--- config.mk ---
export PLATFORM = sky130hd
export DESIGN_NAME = random_core_repartitioner
export DESIGN_NICKNAME = d
export VERILOG_FILES = /design/src/design/rcr_pkg.sv /design/src/design/rcr_draw_unit.sv /design/src/design/rcr_out_buf.sv /design/src/design/random_core_repartitioner.sv
export SDC_FILE = /design/constraint.sdc
export NUM_CORES = 1
export LEC_CHECK = 0
export ABC_CLOCK_PERIOD_IN_PS = 7970
export BUFFER_PORTS_ARGS = -buffer_cell sky130_fd_sc_hd__buf_4
export CAP_MARGIN = 10
export CORE_MARGIN = 3
export CORE_UTILIZATION = 31
export CTS_BUF_LIST = sky130_fd_sc_hd__clkbuf_2 sky130_fd_sc_hd__clkbuf_4 sky130_fd_sc_hd__clkbuf_8
export CTS_CLUSTER_DIAMETER = 40
export CTS_CLUSTER_SIZE = 10
export DETAILED_ROUTE_END_ITERATION = 8
export SLEW_MARGIN = 20
export SYNTH_ARGS = -nofsm -noshare
export SYNTH_HDL_FRONTEND = slang
export SYNTH_SLANG_ARGS = --single-unit
--- constraint.sdc ---
create_clock -name clk -period 7.97 [get_ports clk]
set_input_delay 1.594 -clock clk [delete_from_list [all_inputs] [get_ports clk]]
set_output_delay 1.594 -clock clk [all_outputs]
set_load 0.02 [all_outputs]
--- src/design/rcr_pkg.sv ---
// ----------------------------------------------------------------------------
// rcr_pkg: shared definitions for the random core repartitioner
// Field widths, op and error codes, register map, LCG constants and the
// result word layout.
// ----------------------------------------------------------------------------
`default_nettype none

package rcr_pkg;

  // Field widths of the input and result words
  localparam int OP_W   = 2;
  localparam int SLOT_W = 3;
  localparam int CORE_W = 4;
  localparam int ERR_W  = 2;

  // Op codes
  localparam logic [OP_W-1:0] OP_ADMIT   = 2'd0;
  localparam logic [OP_W-1:0] OP_RELEASE = 2'd1;
  localparam logic [OP_W-1:0] OP_READ    = 2'd2;

  // Error codes
  localparam logic [ERR_W-1:0] ERR_OK     = 2'd0;
  localparam logic [ERR_W-1:0] ERR_SLOT   = 2'd1;
  localparam logic [ERR_W-1:0] ERR_NOSLOT = 2'd2;

  // Register map: index is paddr[2]
  localparam int          ADDR_W    = 3;
  localparam int          DATA_W    = 32;
  localparam int          CORES_W   = 5;
  localparam logic        REG_CORES = 1'b0;
  localparam logic        REG_SEED  = 1'b1;
  localparam logic [CORES_W-1:0] CORES_RST = 5'd16;
  localparam logic [31:0]        SEED_RST  = 32'd1;

  // Generator: state = state * LCG_MUL + LCG_INC, draw = state >> DRAW_SHIFT
  localparam logic [31:0] LCG_MUL     = 32'd1103515245;
  localparam logic [31:0] LCG_INC     = 32'd12345;
  localparam int          DRAW_SHIFT  = 16;
  localparam int          DRAW_W      = 32 - DRAW_SHIFT;
  localparam int          DRAW_DIGITS = 4;   // draw bits consumed per cycle

  // Default sizes
  localparam int MAX_CORES_DEF = 16;
  localparam int MAX_SLOTS_DEF = 8;

  typedef struct packed {
    logic [CORE_W-1:0] core;
    logic [SLOT_W-1:0] owner;
    logic              owned;
    logic              moved;
    logic [ERR_W-1:0]  err;
    logic              last;
  } rcr_res_t;

endpackage

`default_nettype wire

--- src/design/rcr_draw_unit.sv ---
// ----------------------------------------------------------------------------
// rcr_draw_unit: random draw and remainder unit
// Advances the 32-bit LCG once per request, then reduces the 16-bit draw
// modulo a small divisor, a few bits per cycle.
// ----------------------------------------------------------------------------
`default_nettype none

module rcr_draw_unit #(
  parameter int DIV_W = 4
) (
  input  wire logic             clk,
  input  wire logic             rst,
  input  wire logic             seed_load,
  input  wire logic [31:0]      seed,
  input  wire logic             start,
  input  wire logic [DIV_W-1:0] divisor,
  output logic                  busy,
  output logic [DIV_W-1:0]      rem
);

  localparam int NSTEP  = rcr_pkg::DRAW_W / rcr_pkg::DRAW_DIGITS;
  localparam int STEP_W = (NSTEP > 1) ? $clog2(NSTEP) : 1;

  logic [31:0]                     lcg_state;
  logic [DIV_W-1:0]                div_r;
  logic [STEP_W-1:0]               step_cnt;
  logic [rcr_pkg::DRAW_DIGITS-1:0] chunk;
  logic [DIV_W-1:0]                rem_next;

  // Draw bits, most significant first
  assign chunk = lcg_state[rcr_pkg::DRAW_SHIFT + rcr_pkg::DRAW_W - 1
                           - rcr_pkg::DRAW_DIGITS * int'(step_cnt)
                           -: rcr_pkg::DRAW_DIGITS];

  // Restoring remainder over one chunk
  always_comb begin
    logic [DIV_W:0] t;
    rem_next = rem;
    for (int j = 0; j < rcr_pkg::DRAW_DIGITS; j++) begin
      t = {rem_next, chunk[rcr_pkg::DRAW_DIGITS-1-j]};
      if (t >= {1'b0, div_r}) begin
        rem_next = DIV_W'(t - {1'b0, div_r});
      end else begin
        rem_next = t[DIV_W-1:0];
      end
    end
  end

  always_ff @(posedge clk) begin
    if (rst) begin
      lcg_state <= rcr_pkg::SEED_RST;
      busy      <= 1'b0;
      step_cnt  <= '0;
    end else if (seed_load) begin
      lcg_state <= seed;
    end else if (start) begin
      lcg_state <= lcg_state * rcr_pkg::LCG_MUL + rcr_pkg::LCG_INC;
      busy      <= 1'b1;
      step_cnt  <= '0;
    end else if (busy) begin
      step_cnt <= step_cnt + 1'b1;
      if (int'(step_cnt) == NSTEP - 1) begin
        busy <= 1'b0;
      end
    end
  end

  always_ff @(posedge clk) begin
    if (start) begin
      div_r <= divisor;
      rem   <= '0;
    end else if (busy) begin
      rem <= rem_next;
    end
  end

endmodule

`default_nettype wire

--- src/design/rcr_out_buf.sv ---
// ----------------------------------------------------------------------------
// rcr_out_buf: result output register
// Holds one result word toward the consumer; takes a new word when empty or
// when the held word leaves in the same cycle.
// ----------------------------------------------------------------------------
`default_nettype none

module rcr_out_buf (
  input  wire logic             clk,
  input  wire logic             rst,
  input  wire logic             push,
  input  wire rcr_pkg::rcr_res_t data,
  output logic                  can_take,
  output logic                  out_valid,
  input  wire logic             out_ready,
  output rcr_pkg::rcr_res_t     out_data
);

  assign can_take = !out_valid || out_ready;

  always_ff @(posedge clk) begin
    if (rst) begin
      out_valid <= 1'b0;
    end else if (can_take) begin
      out_valid <= push;
    end
  end

  always_ff @(posedge clk) begin
    if (can_take && push) begin
      out_data <= data;
    end
  end

endmodule

`default_nettype wire

--- src/design/random_core_repartitioner.sv ---
// ----------------------------------------------------------------------------
// random_core_repartitioner: random equipartitioning of worker cores
// Assigns worker cores 2 .. cores_in_use-1 to program slots, admitting and
// releasing slots with LCG-driven random moves, one result word per move.
// ----------------------------------------------------------------------------
// Usage and timing: one input word is taken at a time; in_ready is high only
// while the sequencer is idle. A read op goes straight to the final state and
// leaves once the output register can take it. An admit walks worker cores
// 2 .. n-1 (n = min(cores_in_use, MAX_CORES)): a core is taken without a draw
// when it is idle or no program is running; a busy core needs a draw. A
// release walks all MAX_CORES entries: a core not owned by the slot, dropped,
// or left unowned takes no draw; a core redistributed to a remaining slot
// needs one. Each walk ends by finding the end of the walk and then handing
// over the last word. Every random draw uses the shared draw unit: one LCG
// step (a 32x32 multiply) followed by the remainder, four draw bits per
// cycle. Results pass through an output register, so the next word's walk
// proceeds while an earlier result waits, stalling only when a second result
// is ready to leave. The last result of each admit, release or read carries
// last=1; the sequencer keeps one result in hand so it can mark it. Writing
// random_seed reloads the generator state at once; write configuration only
// while idle.
// ----------------------------------------------------------------------------
`default_nettype none

module random_core_repartitioner #(
  parameter int MAX_CORES = rcr_pkg::MAX_CORES_DEF,
  parameter int MAX_SLOTS = rcr_pkg::MAX_SLOTS_DEF
) (
  input  wire logic                        clk,
  input  wire logic                        rst,
  // APB-style configuration port
  input  wire logic                        psel,
  input  wire logic                        penable,
  input  wire logic                        pwrite,
  input  wire logic [rcr_pkg::ADDR_W-1:0]  paddr,
  input  wire logic [rcr_pkg::DATA_W-1:0]  pwdata,
  output logic [rcr_pkg::DATA_W-1:0]       prdata,
  output logic                             pready,
  // input channel
  input  wire logic                        in_valid,
  output logic                             in_ready,
  input  wire logic [rcr_pkg::OP_W-1:0]    op,
  input  wire logic [rcr_pkg::SLOT_W-1:0]  slot,
  input  wire logic [rcr_pkg::CORE_W-1:0]  core,
  // result channel
  output logic                             out_valid,
  input  wire logic                        out_ready,
  output logic [rcr_pkg::CORE_W-1:0]       core_res,
  output logic [rcr_pkg::SLOT_W-1:0]       owner_slot,
  output logic                             owned,
  output logic                             moved,
  output logic [rcr_pkg::ERR_W-1:0]        error,
  output logic                             last
);

  // Core index, core counter, running count and divisor widths
  localparam int CIW   = $clog2(MAX_CORES);
  localparam int CNW   = $clog2(MAX_CORES + 1);
  localparam int RCW   = $clog2(MAX_SLOTS + 1);
  localparam int DVW   = $clog2(MAX_SLOTS + 2);
  // Only slots reachable through the slot field can ever be active
  localparam int NSRCH = (MAX_SLOTS < (1 << rcr_pkg::SLOT_W)) ?
                         MAX_SLOTS : (1 << rcr_pkg::SLOT_W);

  // Sequencer states
  localparam logic [1:0] S_IDLE  = 2'd0;
  localparam logic [1:0] S_SCAN  = 2'd1;
  localparam logic [1:0] S_WAIT  = 2'd2;
  localparam logic [1:0] S_FINAL = 2'd3;

  // Configuration registers
  logic [rcr_pkg::CORES_W-1:0] cores_in_use;
  logic [31:0]                 random_seed;
  logic                        cfg_wr;

  // Allocation state
  logic [rcr_pkg::SLOT_W-1:0] core_owner [MAX_CORES];
  logic [MAX_CORES-1:0]       core_valid;
  logic [MAX_SLOTS-1:0]       slot_active;
  logic [RCW-1:0]             running_count;

  // Sequencer registers
  logic [1:0]                 state;
  logic [1:0]                 state_next;
  logic [rcr_pkg::OP_W-1:0]   op_r;
  logic [rcr_pkg::SLOT_W-1:0] slot_r;
  logic [CNW-1:0]             idx;
  logic [CNW-1:0]             n_r;
  logic [RCW-1:0]             run_r;
  logic                       pend_v;
  rcr_pkg::rcr_res_t          pend;

  // Table access
  logic [CIW-1:0]             rd_addr;
  logic [rcr_pkg::SLOT_W-1:0] rd_owner;
  logic                       rd_valid;
  logic                       tbl_we;
  logic                       tbl_wv;
  logic [rcr_pkg::SLOT_W-1:0] tbl_wo;

  // Sequencer decisions
  logic              seq_emit;
  rcr_pkg::rcr_res_t nres;
  logic              adv;
  logic              draw_start;
  logic              fin_push;
  logic              stall;
  logic              go;

  // Draw unit and output register
  logic              draw_busy;
  logic [DVW-1:0]    draw_rem;
  logic [DVW-1:0]    draw_div;
  logic              buf_push;
  logic              buf_can_take;
  rcr_pkg::rcr_res_t buf_data;
  rcr_pkg::rcr_res_t out_word;

  // Release target search
  logic [rcr_pkg::SLOT_W-1:0] chosen;
  logic                       found;

  // Input decode
  logic                 in_fire;
  logic [MAX_SLOTS-1:0] slot_mask;
  logic                 slot_bad_admit;
  logic                 slot_bad_release;
  logic                 core_ok;
  logic [CNW-1:0]       n_in;

  // --------------------------------------------------------------------------
  // Configuration port: always ready, register index from paddr[2]
  // --------------------------------------------------------------------------
  assign pready = 1'b1;
  assign cfg_wr = psel && penable && pwrite && pready;

  always_ff @(posedge clk) begin
    if (rst) begin
      cores_in_use <= rcr_pkg::CORES_RST;
      random_seed  <= rcr_pkg::SEED_RST;
    end else if (cfg_wr) begin
      if (paddr[2] == rcr_pkg::REG_CORES) begin
        cores_in_use <= pwdata[rcr_pkg::CORES_W-1:0];
      end else begin
        random_seed <= pwdata[31:0];
      end
    end
  end

  always_comb begin
    if (paddr[2] == rcr_pkg::REG_SEED) begin
      prdata = random_seed;
    end else begin
      prdata = rcr_pkg::DATA_W'(cores_in_use);
    end
  end

  // --------------------------------------------------------------------------
  // Input decode
  // --------------------------------------------------------------------------
  assign in_ready         = (state == S_IDLE);
  assign in_fire          = in_valid && in_ready;
  // an out-of-range slot shifts out of the mask and leaves it empty
  assign slot_mask        = MAX_SLOTS'(1) << slot;
  assign slot_bad_admit   = (slot_mask == '0) || ((slot_active & slot_mask) != '0);
  assign slot_bad_release = (slot_mask == '0) || ((slot_active & slot_mask) == '0);
  assign core_ok          = (32'(core) < 32'(MAX_CORES));
  // clamp the managed core count to the table size
  assign n_in             = (32'(cores_in_use) > 32'(MAX_CORES)) ?
                            CNW'(MAX_CORES) : CNW'(cores_in_use);

  // --------------------------------------------------------------------------
  // Owner table: one read address, the input core while idle, else the walk
  // --------------------------------------------------------------------------
  assign rd_addr  = (state == S_IDLE) ? CIW'(core) : idx[CIW-1:0];
  assign rd_owner = core_owner[rd_addr];
  assign rd_valid = core_valid[rd_addr];

  always_ff @(posedge clk) begin
    if (go && tbl_we) begin
      core_owner[idx[CIW-1:0]] <= tbl_wo;
    end
  end

  // --------------------------------------------------------------------------
  // Release target: the pick-th active slot in ascending slot order
  // --------------------------------------------------------------------------
  always_comb begin
    logic [DVW-1:0] seen;
    seen   = '0;
    chosen = '0;
    found  = 1'b0;
    for (int t = 0; t < NSRCH; t++) begin
      if (slot_active[t] && !found) begin
        if (seen == draw_rem) begin
          chosen = rcr_pkg::SLOT_W'(t);
          found  = 1'b1;
        end
        seen = seen + 1'b1;
      end
    end
  end

  // --------------------------------------------------------------------------
  // Sequencer decisions for the current core of the walk
  // --------------------------------------------------------------------------
  always_comb begin
    seq_emit   = 1'b0;
    nres       = '0;
    tbl_we     = 1'b0;
    tbl_wv     = 1'b0;
    tbl_wo     = '0;
    adv        = 1'b0;
    draw_start = 1'b0;
    draw_div   = '0;
    fin_push   = 1'b0;
    state_next = state;

    case (state)
      S_SCAN: begin
        if (op_r == rcr_pkg::OP_ADMIT) begin
          if (idx >= n_r) begin
            state_next = S_FINAL;
          end else if (run_r == '0 || !rd_valid) begin
            // idle core, or the first program: take it without a draw
            seq_emit   = 1'b1;
            nres.core  = rcr_pkg::CORE_W'(idx);
            nres.owner = slot_r;
            nres.owned = 1'b1;
            nres.moved = 1'b1;
            nres.err   = rcr_pkg::ERR_OK;
            tbl_we     = 1'b1;
            tbl_wv     = 1'b1;
            tbl_wo     = slot_r;
            adv        = 1'b1;
          end else begin
            // busy core moves with chance 1/(running+1)
            draw_start = 1'b1;
            draw_div   = DVW'(run_r) + 1'b1;
            state_next = S_WAIT;
          end
        end else begin
          if (32'(idx) == 32'(MAX_CORES)) begin
            state_next = S_FINAL;
          end else if (!(rd_valid && rd_owner == slot_r)) begin
            adv = 1'b1;
          end else if (idx < CNW'(2) || idx >= n_r) begin
            // reserved or unmanaged core: drop it silently
            tbl_we = 1'b1;
            adv    = 1'b1;
          end else if (run_r == '0) begin
            // last program left: the core goes unowned
            seq_emit   = 1'b1;
            nres.core  = rcr_pkg::CORE_W'(idx);
            nres.moved = 1'b1;
            nres.err   = rcr_pkg::ERR_NOSLOT;
            tbl_we     = 1'b1;
            adv        = 1'b1;
          end else begin
            draw_start = 1'b1;
            draw_div   = DVW'(run_r);
            state_next = S_WAIT;
          end
        end
      end

      S_WAIT: begin
        if (!draw_busy) begin
          adv        = 1'b1;
          state_next = S_SCAN;
          if (op_r == rcr_pkg::OP_ADMIT) begin
            if (draw_rem == '0) begin
              seq_emit   = 1'b1;
              nres.core  = rcr_pkg::CORE_W'(idx);
              nres.owner = slot_r;
              nres.owned = 1'b1;
              nres.moved = 1'b1;
              nres.err   = rcr_pkg::ERR_OK;
              tbl_we     = 1'b1;
              tbl_wv     = 1'b1;
              tbl_wo     = slot_r;
            end
          end else begin
            seq_emit   = 1'b1;
            nres.core  = rcr_pkg::CORE_W'(idx);
            nres.moved = 1'b1;
            tbl_we     = 1'b1;
            if (found) begin
              nres.owner = chosen;
              nres.owned = 1'b1;
              nres.err   = rcr_pkg::ERR_OK;
              tbl_wv     = 1'b1;
              tbl_wo     = chosen;
            end else begin
              nres.err = rcr_pkg::ERR_NOSLOT;
            end
          end
        end
      end

      S_FINAL: begin
        fin_push = 1'b1;
        if (buf_can_take) begin
          state_next = S_IDLE;
        end
      end

      default: begin
        state_next = state;
      end
    endcase
  end

  // Hold the walk when a new result needs the held one to leave and it cannot
  assign stall = seq_emit && pend_v && !buf_can_take;
  assign go    = !stall;

  // Output word: the held result, marked last on the final push; a walk that
  // moved nothing reports the input slot with no move
  always_comb begin
    buf_push = fin_push || (seq_emit && pend_v && go);
    buf_data = pend;
    if (fin_push) begin
      if (pend_v) begin
        buf_data.last = 1'b1;
      end else begin
        buf_data.core  = '0;
        buf_data.owner = slot_r;
        buf_data.owned = 1'b0;
        buf_data.moved = 1'b0;
        buf_data.err   = rcr_pkg::ERR_OK;
        buf_data.last  = 1'b1;
      end
    end else begin
      buf_data.last = 1'b0;
    end
  end

  // --------------------------------------------------------------------------
  // Sequencer and allocation state
  // --------------------------------------------------------------------------
  always_ff @(posedge clk) begin
    if (rst) begin
      state         <= S_IDLE;
      core_valid    <= '0;
      slot_active   <= '0;
      running_count <= '0;
      pend_v        <= 1'b0;
    end else begin
      if (go && !in_fire) begin
        state <= state_next;
      end
      if (go && tbl_we) begin
        core_valid[idx[CIW-1:0]] <= tbl_wv;
      end
      if (go && seq_emit) begin
        pend_v <= 1'b1;
      end
      if (fin_push && buf_can_take) begin
        pend_v <= 1'b0;
      end
      if (in_fire) begin
        case (op)
          rcr_pkg::OP_READ: begin
            pend_v <= 1'b1;
            state  <= S_FINAL;
          end
          rcr_pkg::OP_ADMIT: begin
            if (slot_bad_admit) begin
              pend_v <= 1'b1;
              state  <= S_FINAL;
            end else begin
              slot_active   <= slot_active | slot_mask;
              running_count <= running_count + 1'b1;
              state         <= S_SCAN;
            end
          end
          rcr_pkg::OP_RELEASE: begin
            if (slot_bad_release) begin
              pend_v <= 1'b1;
              state  <= S_FINAL;
            end else begin
              slot_active <= slot_active & ~slot_mask;
              if (running_count != '0) begin
                running_count <= running_count - 1'b1;
              end
              state <= S_SCAN;
            end
          end
          default: begin
            // unused op: drop the word, no result
            state <= S_IDLE;
          end
        endcase
      end
    end
  end

  // Payload side of the sequencer
  always_ff @(posedge clk) begin
    if (in_fire) begin
      op_r   <= op;
      slot_r <= slot;
      n_r    <= n_in;
      if (op == rcr_pkg::OP_ADMIT) begin
        idx   <= CNW'(2);
        run_r <= running_count;
      end else begin
        idx   <= '0;
        run_r <= (running_count != '0) ? running_count - 1'b1 : '0;
      end
      // direct results: owner read or bad slot
      pend.last <= 1'b0;
      if (op == rcr_pkg::OP_READ) begin
        pend.core  <= core;
        pend.owner <= (core_ok && rd_valid) ? rd_owner : '0;
        pend.owned <= core_ok && rd_valid;
        pend.moved <= 1'b0;
        pend.err   <= rcr_pkg::ERR_OK;
      end else begin
        pend.core  <= '0;
        pend.owner <= slot;
        pend.owned <= 1'b0;
        pend.moved <= 1'b0;
        pend.err   <= rcr_pkg::ERR_SLOT;
      end
    end else begin
      if (go && adv) begin
        idx <= idx + 1'b1;
      end
      if (go && seq_emit) begin
        pend <= nres;
      end
    end
  end

  // --------------------------------------------------------------------------
  // Shared draw unit and output register
  // --------------------------------------------------------------------------
  rcr_draw_unit #(
    .DIV_W (DVW)
  ) u_draw (
    .clk       (clk),
    .rst       (rst),
    .seed_load (cfg_wr && paddr[2] == rcr_pkg::REG_SEED),
    .seed      (pwdata[31:0]),
    .start     (draw_start),
    .divisor   (draw_div),
    .busy      (draw_busy),
    .rem       (draw_rem)
  );

  rcr_out_buf u_out (
    .clk       (clk),
    .rst       (rst),
    .push      (buf_push),
    .data      (buf_data),
    .can_take  (buf_can_take),
    .out_valid (out_valid),
    .out_ready (out_ready),
    .out_data  (out_word)
  );

  assign core_res   = out_word.core;
  assign owner_slot = out_word.owner;
  assign owned      = out_word.owned;
  assign moved      = out_word.moved;
  assign error      = out_word.err;
  assign last       = out_word.last;

endmodule

`default_nettype wire
==> flow_summary.html <==
<table>
<tr><th>Metric</th><th>Value</th></tr>
<tr><th colspan="2">Outcome</th></tr>
<tr><td>Result of the run</td><td>complete, no violations</td></tr>
<tr><th colspan="2">STA</th></tr>
<tr><td>Worst Skew</td><td>between 30 and 40 ps</td></tr>
<tr><td>Crit path time final</td><td>7510 ps</td></tr>
<tr><td>Number of setup violations in the final report</td><td>0</td></tr>
<tr><td>Post-Route Setup TNS</td><td>0 ps</td></tr>
<tr><td>Slew of the pin with the lowest slew margin</td><td>~1100 ps</td></tr>
<tr><td>Worst hold slack</td><td>450 ps</td></tr>
<tr><td>Rel. slew slack</td><td>between 20% and 30%</td></tr>
<tr><td>Count of final max-slew check failures</td><td>0</td></tr>
<tr><td>Number of hold violations in the final report</td><td>0</td></tr>
<tr><td>PnR worst setup slack</td><td>460 ps</td></tr>
<tr><td>Setup repair after global routing missed its margin</td><td>false</td></tr>
<tr><td>Fin crit share</td><td>a little over nine tenths</td></tr>
<tr><td>Achievable clock frequency</td><td>133 MHz</td></tr>
<tr><th colspan="2">Finish</th></tr>
<tr><td>Leading cell type in the layout, fill and taps excluded</td><td>sky130_fd_sc_hd__inv_1</td></tr>
<tr><td>Final standard cell count with taps included and fillers excluded</td><td>3101</td></tr>
<tr><td>Commonest cells after routing, fill and taps aside</td><td>424 x sky130_fd_sc_hd__inv_1, 240 x sky130_fd_sc_hd__ha_1, 199 x sky130_fd_sc_hd__fa_1, 142 x sky130_fd_sc_hd__nand2_1, 119 x sky130_fd_sc_hd__nor2_1</td></tr>
<tr><td>Proportion of layout cells with a drive suffix above 1</td><td>10.8%</td></tr>
<tr><td>Area Overhead vs Synth</td><td>11.9%</td></tr>
<tr><td>Number of nets in the layout</td><td>2706</td></tr>
<tr><th colspan="2">Clocking</th></tr>
<tr><td>CTS Sinks</td><td>202</td></tr>
<tr><td>TritonCTS clock tree</td><td>built</td></tr>
<tr><td>Source-to-sink clock delay at the later pin of the worst-skew pair</td><td>590 ps</td></tr>
<tr><td>Clock root buffer</td><td>sky130_fd_sc_hd__clkbuf_8</td></tr>
<tr><td>Clock slew at the register clock pins of the worst setup and hold paths</td><td>approximately 60 ps</td></tr>
<tr><td>Clock H-tree levels</td><td>2</td></tr>
<tr><td>Maximum buffer depth of the clock tree</td><td>3</td></tr>
<tr><td>Cts bufs inserted</td><td>38</td></tr>
<tr><td>Number of setup buffers added after CTS</td><td>0</td></tr>
<tr><td>Number of gates resized after CTS</td><td>0</td></tr>
<tr><td>Post-CTS Hold Buffers</td><td>0</td></tr>
<tr><th colspan="2">GRT</th></tr>
<tr><td>Routing layer with the top usage in global route</td><td>met2</td></tr>
<tr><td>All-Layer GR Usage</td><td>16.2%</td></tr>
<tr><td>Vias in the first global route</td><td>16200</td></tr>
<tr><td>Met3 layer usage reported by global route</td><td>3.66%</td></tr>
<tr><td>Initial antenna violation count</td><td>1</td></tr>
<tr><td>Wire length of the first global-routing pass</td><td>89000 um</td></tr>
<tr><td>Met1 layer usage reported by global route</td><td>20.9%</td></tr>
<tr><td>Largest net degree at the start of global routing</td><td>83</td></tr>
<tr><td>Total gr overflow</td><td>0</td></tr>
<tr><td>Met2 track demand over resource</td><td>a little over a quarter</td></tr>
<tr><th colspan="2">Floorplan</th></tr>
<tr><td>Die ar.</td><td>just under 70000 sq um</td></tr>
<tr><td>Chip Height</td><td>263 um</td></tr>
<tr><td>Initial standard-cell utilization of the core</td><td>31.6%</td></tr>
<tr><td>Die W</td><td>roughly 260 um</td></tr>
<tr><td>Site row count</td><td>93</td></tr>
<tr><td>Number of I/O pins</td><td>around 100</td></tr>
<tr><td>Area inside the core boundary</td><td>around 65000 sq um</td></tr>
<tr><th colspan="2">Worst hold path</th></tr>
<tr><td>Worst hold path depth</td><td>2</td></tr>
<tr><td>Class of the tightest hold or removal check</td><td>reg2reg</td></tr>
<tr><th colspan="2">Job</th></tr>
<tr><td># Max-Cap Violations</td><td>0</td></tr>
<tr><th colspan="2">Synth</th></tr>
<tr><td>Share of synthesized area occupied by flip-flops and latches</td><td>between 20 and 25%</td></tr>
<tr><td>Post-Syn Nets</td><td>2625</td></tr>
<tr><td>Count of flip-flops with a built-in enable after synthesis</td><td>94</td></tr>
<tr><td>Syn. warnings</td><td>0</td></tr>
<tr><td>Number of register bits inferred by synthesis</td><td>~200</td></tr>
<tr><td>Cell area after synthesis</td><td>20500 sq um</td></tr>
<tr><td>Synth async-reset ratio</td><td>0%</td></tr>
<tr><td>Ys flop type</td><td>sky130_fd_sc_hd__dfxtp_1</td></tr>
<tr><td>Count of cell types in the netlist</td><td>95</td></tr>
<tr><td>Number of cells produced by synthesis</td><td>around 2100</td></tr>
<tr><td>Mean Syn Cell Area</td><td>9.62 sq um</td></tr>
<tr><th colspan="2">Route</th></tr>
<tr><td>Initial DRC Count</td><td>between 900 and 1000</td></tr>
<tr><td>Routed length per placed instance</td><td>~18 um</td></tr>
<tr><td>Count of nets left with antenna violations after detail routing</td><td>0</td></tr>
<tr><td>Detailed-route wire length</td><td>55900 um</td></tr>
<tr><td>Vias per std cell</td><td>4.95</td></tr>
<tr><td>Length of the first detailed-routing pass in iterations</td><td>5</td></tr>
<tr><td>Vias post-DR</td><td>approximately 15000</td></tr>
<tr><td>Remaining DRCs</td><td>0</td></tr>
<tr><th colspan="2">Placed design</th></tr>
<tr><td>Total placed cells including tap cells</td><td>3031</td></tr>
<tr><td>Worst setup slack after placement</td><td>between 500 and 600 ps</td></tr>
<tr><td>Final weighted congestion in routability-driven placement</td><td>0.911</td></tr>
<tr><td>Final HPWL from detailed placement</td><td>45000 um</td></tr>
<tr><td>IO Port Bufs</td><td>between 90 and 100</td></tr>
<tr><th colspan="2">Critical path</th></tr>
<tr><td>Reg2Reg Setup Slack</td><td>460 ps</td></tr>
<tr><td>Endpoint type of the worst setup path</td><td>flip-flop</td></tr>
<tr><td>Highest net fanout along the worst path</td><td>6</td></tr>
<tr><td>Number of cell instances on the worst register-to-register path</td><td>25</td></tr>
<tr><td>Crit path arrival time</td><td>8010 ps</td></tr>
<tr><td>Crit Path Category</td><td>reg2reg</td></tr>
<tr><td>Worst setup SP type</td><td>flip-flop</td></tr>
<tr><td>Worst endpoint required time</td><td>8470 ps</td></tr>
<tr><th colspan="2">Power and ir drop</th></tr>
<tr><td>Static leakage</td><td>0.0109 uW</td></tr>
<tr><td>Largest vdd supply drop</td><td>0.000115 V</td></tr>
<tr><td>Power density relative to cell area</td><td>roughly 180 nW/um^2</td></tr>
</table>
worst max-delay path, stage by stage, from the launching register on:
cell and delay [ps]:
sky130_fd_sc_hd__dfxtp_1 530, sky130_fd_sc_hd__ha_1 400, sky130_fd_sc_hd__ha_1 210, sky130_fd_sc_hd__or2_2 300
sky130_fd_sc_hd__fa_1 510, sky130_fd_sc_hd__fa_1 500, sky130_fd_sc_hd__ha_1 300, sky130_fd_sc_hd__inv_1 70
sky130_fd_sc_hd__fa_1 440, sky130_fd_sc_hd__fa_1 550, sky130_fd_sc_hd__inv_1 60, sky130_fd_sc_hd__fa_1 470
sky130_fd_sc_hd__ha_1 370, sky130_fd_sc_hd__a21oi_1 170, sky130_fd_sc_hd__nor2b_1 60, sky130_fd_sc_hd__o21ai_0 150
sky130_fd_sc_hd__nand2b_1 90, sky130_fd_sc_hd__a21oi_1 150, sky130_fd_sc_hd__o21ai_0 420, sky130_fd_sc_hd__a2111oi_0 700
sky130_fd_sc_hd__buf_4 220, sky130_fd_sc_hd__o311ai_0 160, sky130_fd_sc_hd__a21oi_1 210, sky130_fd_sc_hd__xnor2_1 140
sky130_fd_sc_hd__nand2_1 90, sky130_fd_sc_hd__a21oi_1 150
final timing paths:
path	start	to
hold / removal	random_seed[25]	random_seed[25]
hold reg to reg	random_seed[25]	random_seed[25]
setup / recovery	u_draw.lcg_state[3]	u_draw.lcg_state[24]
setup reg to reg	u_draw.lcg_state[3]	u_draw.lcg_state[24]
final cells by class:
class                           count  area, sq um
Fill cell                        6546        42000
Multi-Input combinational cell   1433        13600
Sequential cell                   202         4980
Inverter                          427         1600
Tap cell                          855         1070
Timing Repair Buffer              114          856
Clock buffer                       48          611
Clock inverter                     21          224
Antenna cell                        1         2.50
where the power goes:
part,total (uW),leakage [uW],internal (uW),switching [uW]
combinational,1720,0.00877,711,1010
sequential,1270,0.00173,1200,73.2
clock,1140,0.000435,644,494
total,4120,0.0109,2550,1570
cells by family (layout without fill, tap and decap cells):
group                      Yosys count  count (layout)  synth area share [%]
buffers and inverters              500             610                  9.43
xor gates and xnor gates            92              92                  4.05
muxes                              116             116                  6.51
and+or+nand+nor                    467             467                  11.2
adders and majority gates          439             439                  34.0
AOI/OAI and AO/OA                  318             318                  10.5
DFF                                202             202                  24.3
other                                1               2                0.0183
layer usage:
| metal | wire [um] | vias up |
|---|---|---|
| met3 | 3540 | 95 |
| met4 | 1780 | 0 |
| li1 | - | 7235 |
| met5 | 0 | - |
| met2 | 26300 | 403 |
| met1 | 24300 | 7623 |
flip-flops by register name, summed over array words and instances, names as in the netlist, 2 cells and up, named ones only:
signal and count:
core_owner 48, core_valid 16, cores_in_use 5, idx 5
n_r 5, op_r 2, pend 11, random_seed 32
run_r 4, running_count 4, slot_r 3, state 2
u_draw.div_r 4, u_draw.lcg_state 32, u_draw.rem 4, u_draw.step_cnt 2
u_out.out_data 12
synthesized netlist by cell type (21+ instances only):
cell | number | area share, %
sky130_fd_sc_hd__nor3_1 | 23 | 0.56
sky130_fd_sc_hd__xor2_1 | 24 | 1.0
sky130_fd_sc_hd__clkbuf_1 | 52 | 0.95
sky130_fd_sc_hd__mux2_2 | 21 | 1.2
sky130_fd_sc_hd__mux2i_1 | 83 | 4.0
sky130_fd_sc_hd__dfxtp_1 | 108 | 11
sky130_fd_sc_hd__o21ai_0 | 56 | 1.4
sky130_fd_sc_hd__nand3_1 | 32 | 0.78
sky130_fd_sc_hd__xnor2_1 | 66 | 2.8
sky130_fd_sc_hd__ha_1 | 240 | 15
sky130_fd_sc_hd__edfxtp_1 | 94 | 14
sky130_fd_sc_hd__inv_1 | 424 | 7.8
sky130_fd_sc_hd__and2_1 | 47 | 1.4
sky130_fd_sc_hd__a21oi_1 | 108 | 2.6
sky130_fd_sc_hd__nand2_1 | 142 | 2.6
sky130_fd_sc_hd__nor2_1 | 119 | 2.2
sky130_fd_sc_hd__nor2b_1 | 25 | 0.76
sky130_fd_sc_hd__fa_1 | 199 | 19
sky130_fd_sc_hd__a21o_1 | 25 | 0.91
metrics by stage:
stage / power, uW / instance area (sq um) / util (%)
final: 4120 / 23000 / 35.4
after global routing: 4450 / 23000 / 35.4
after CTS: 4170 / 23000 / 35.4
after floorplan: 2550 / 20500 / -
after detailed placement: 3000 / 22100 / 34.1
after global placement: 2970 / 22100 / 34.1
(Power assumes the default switching activity.)
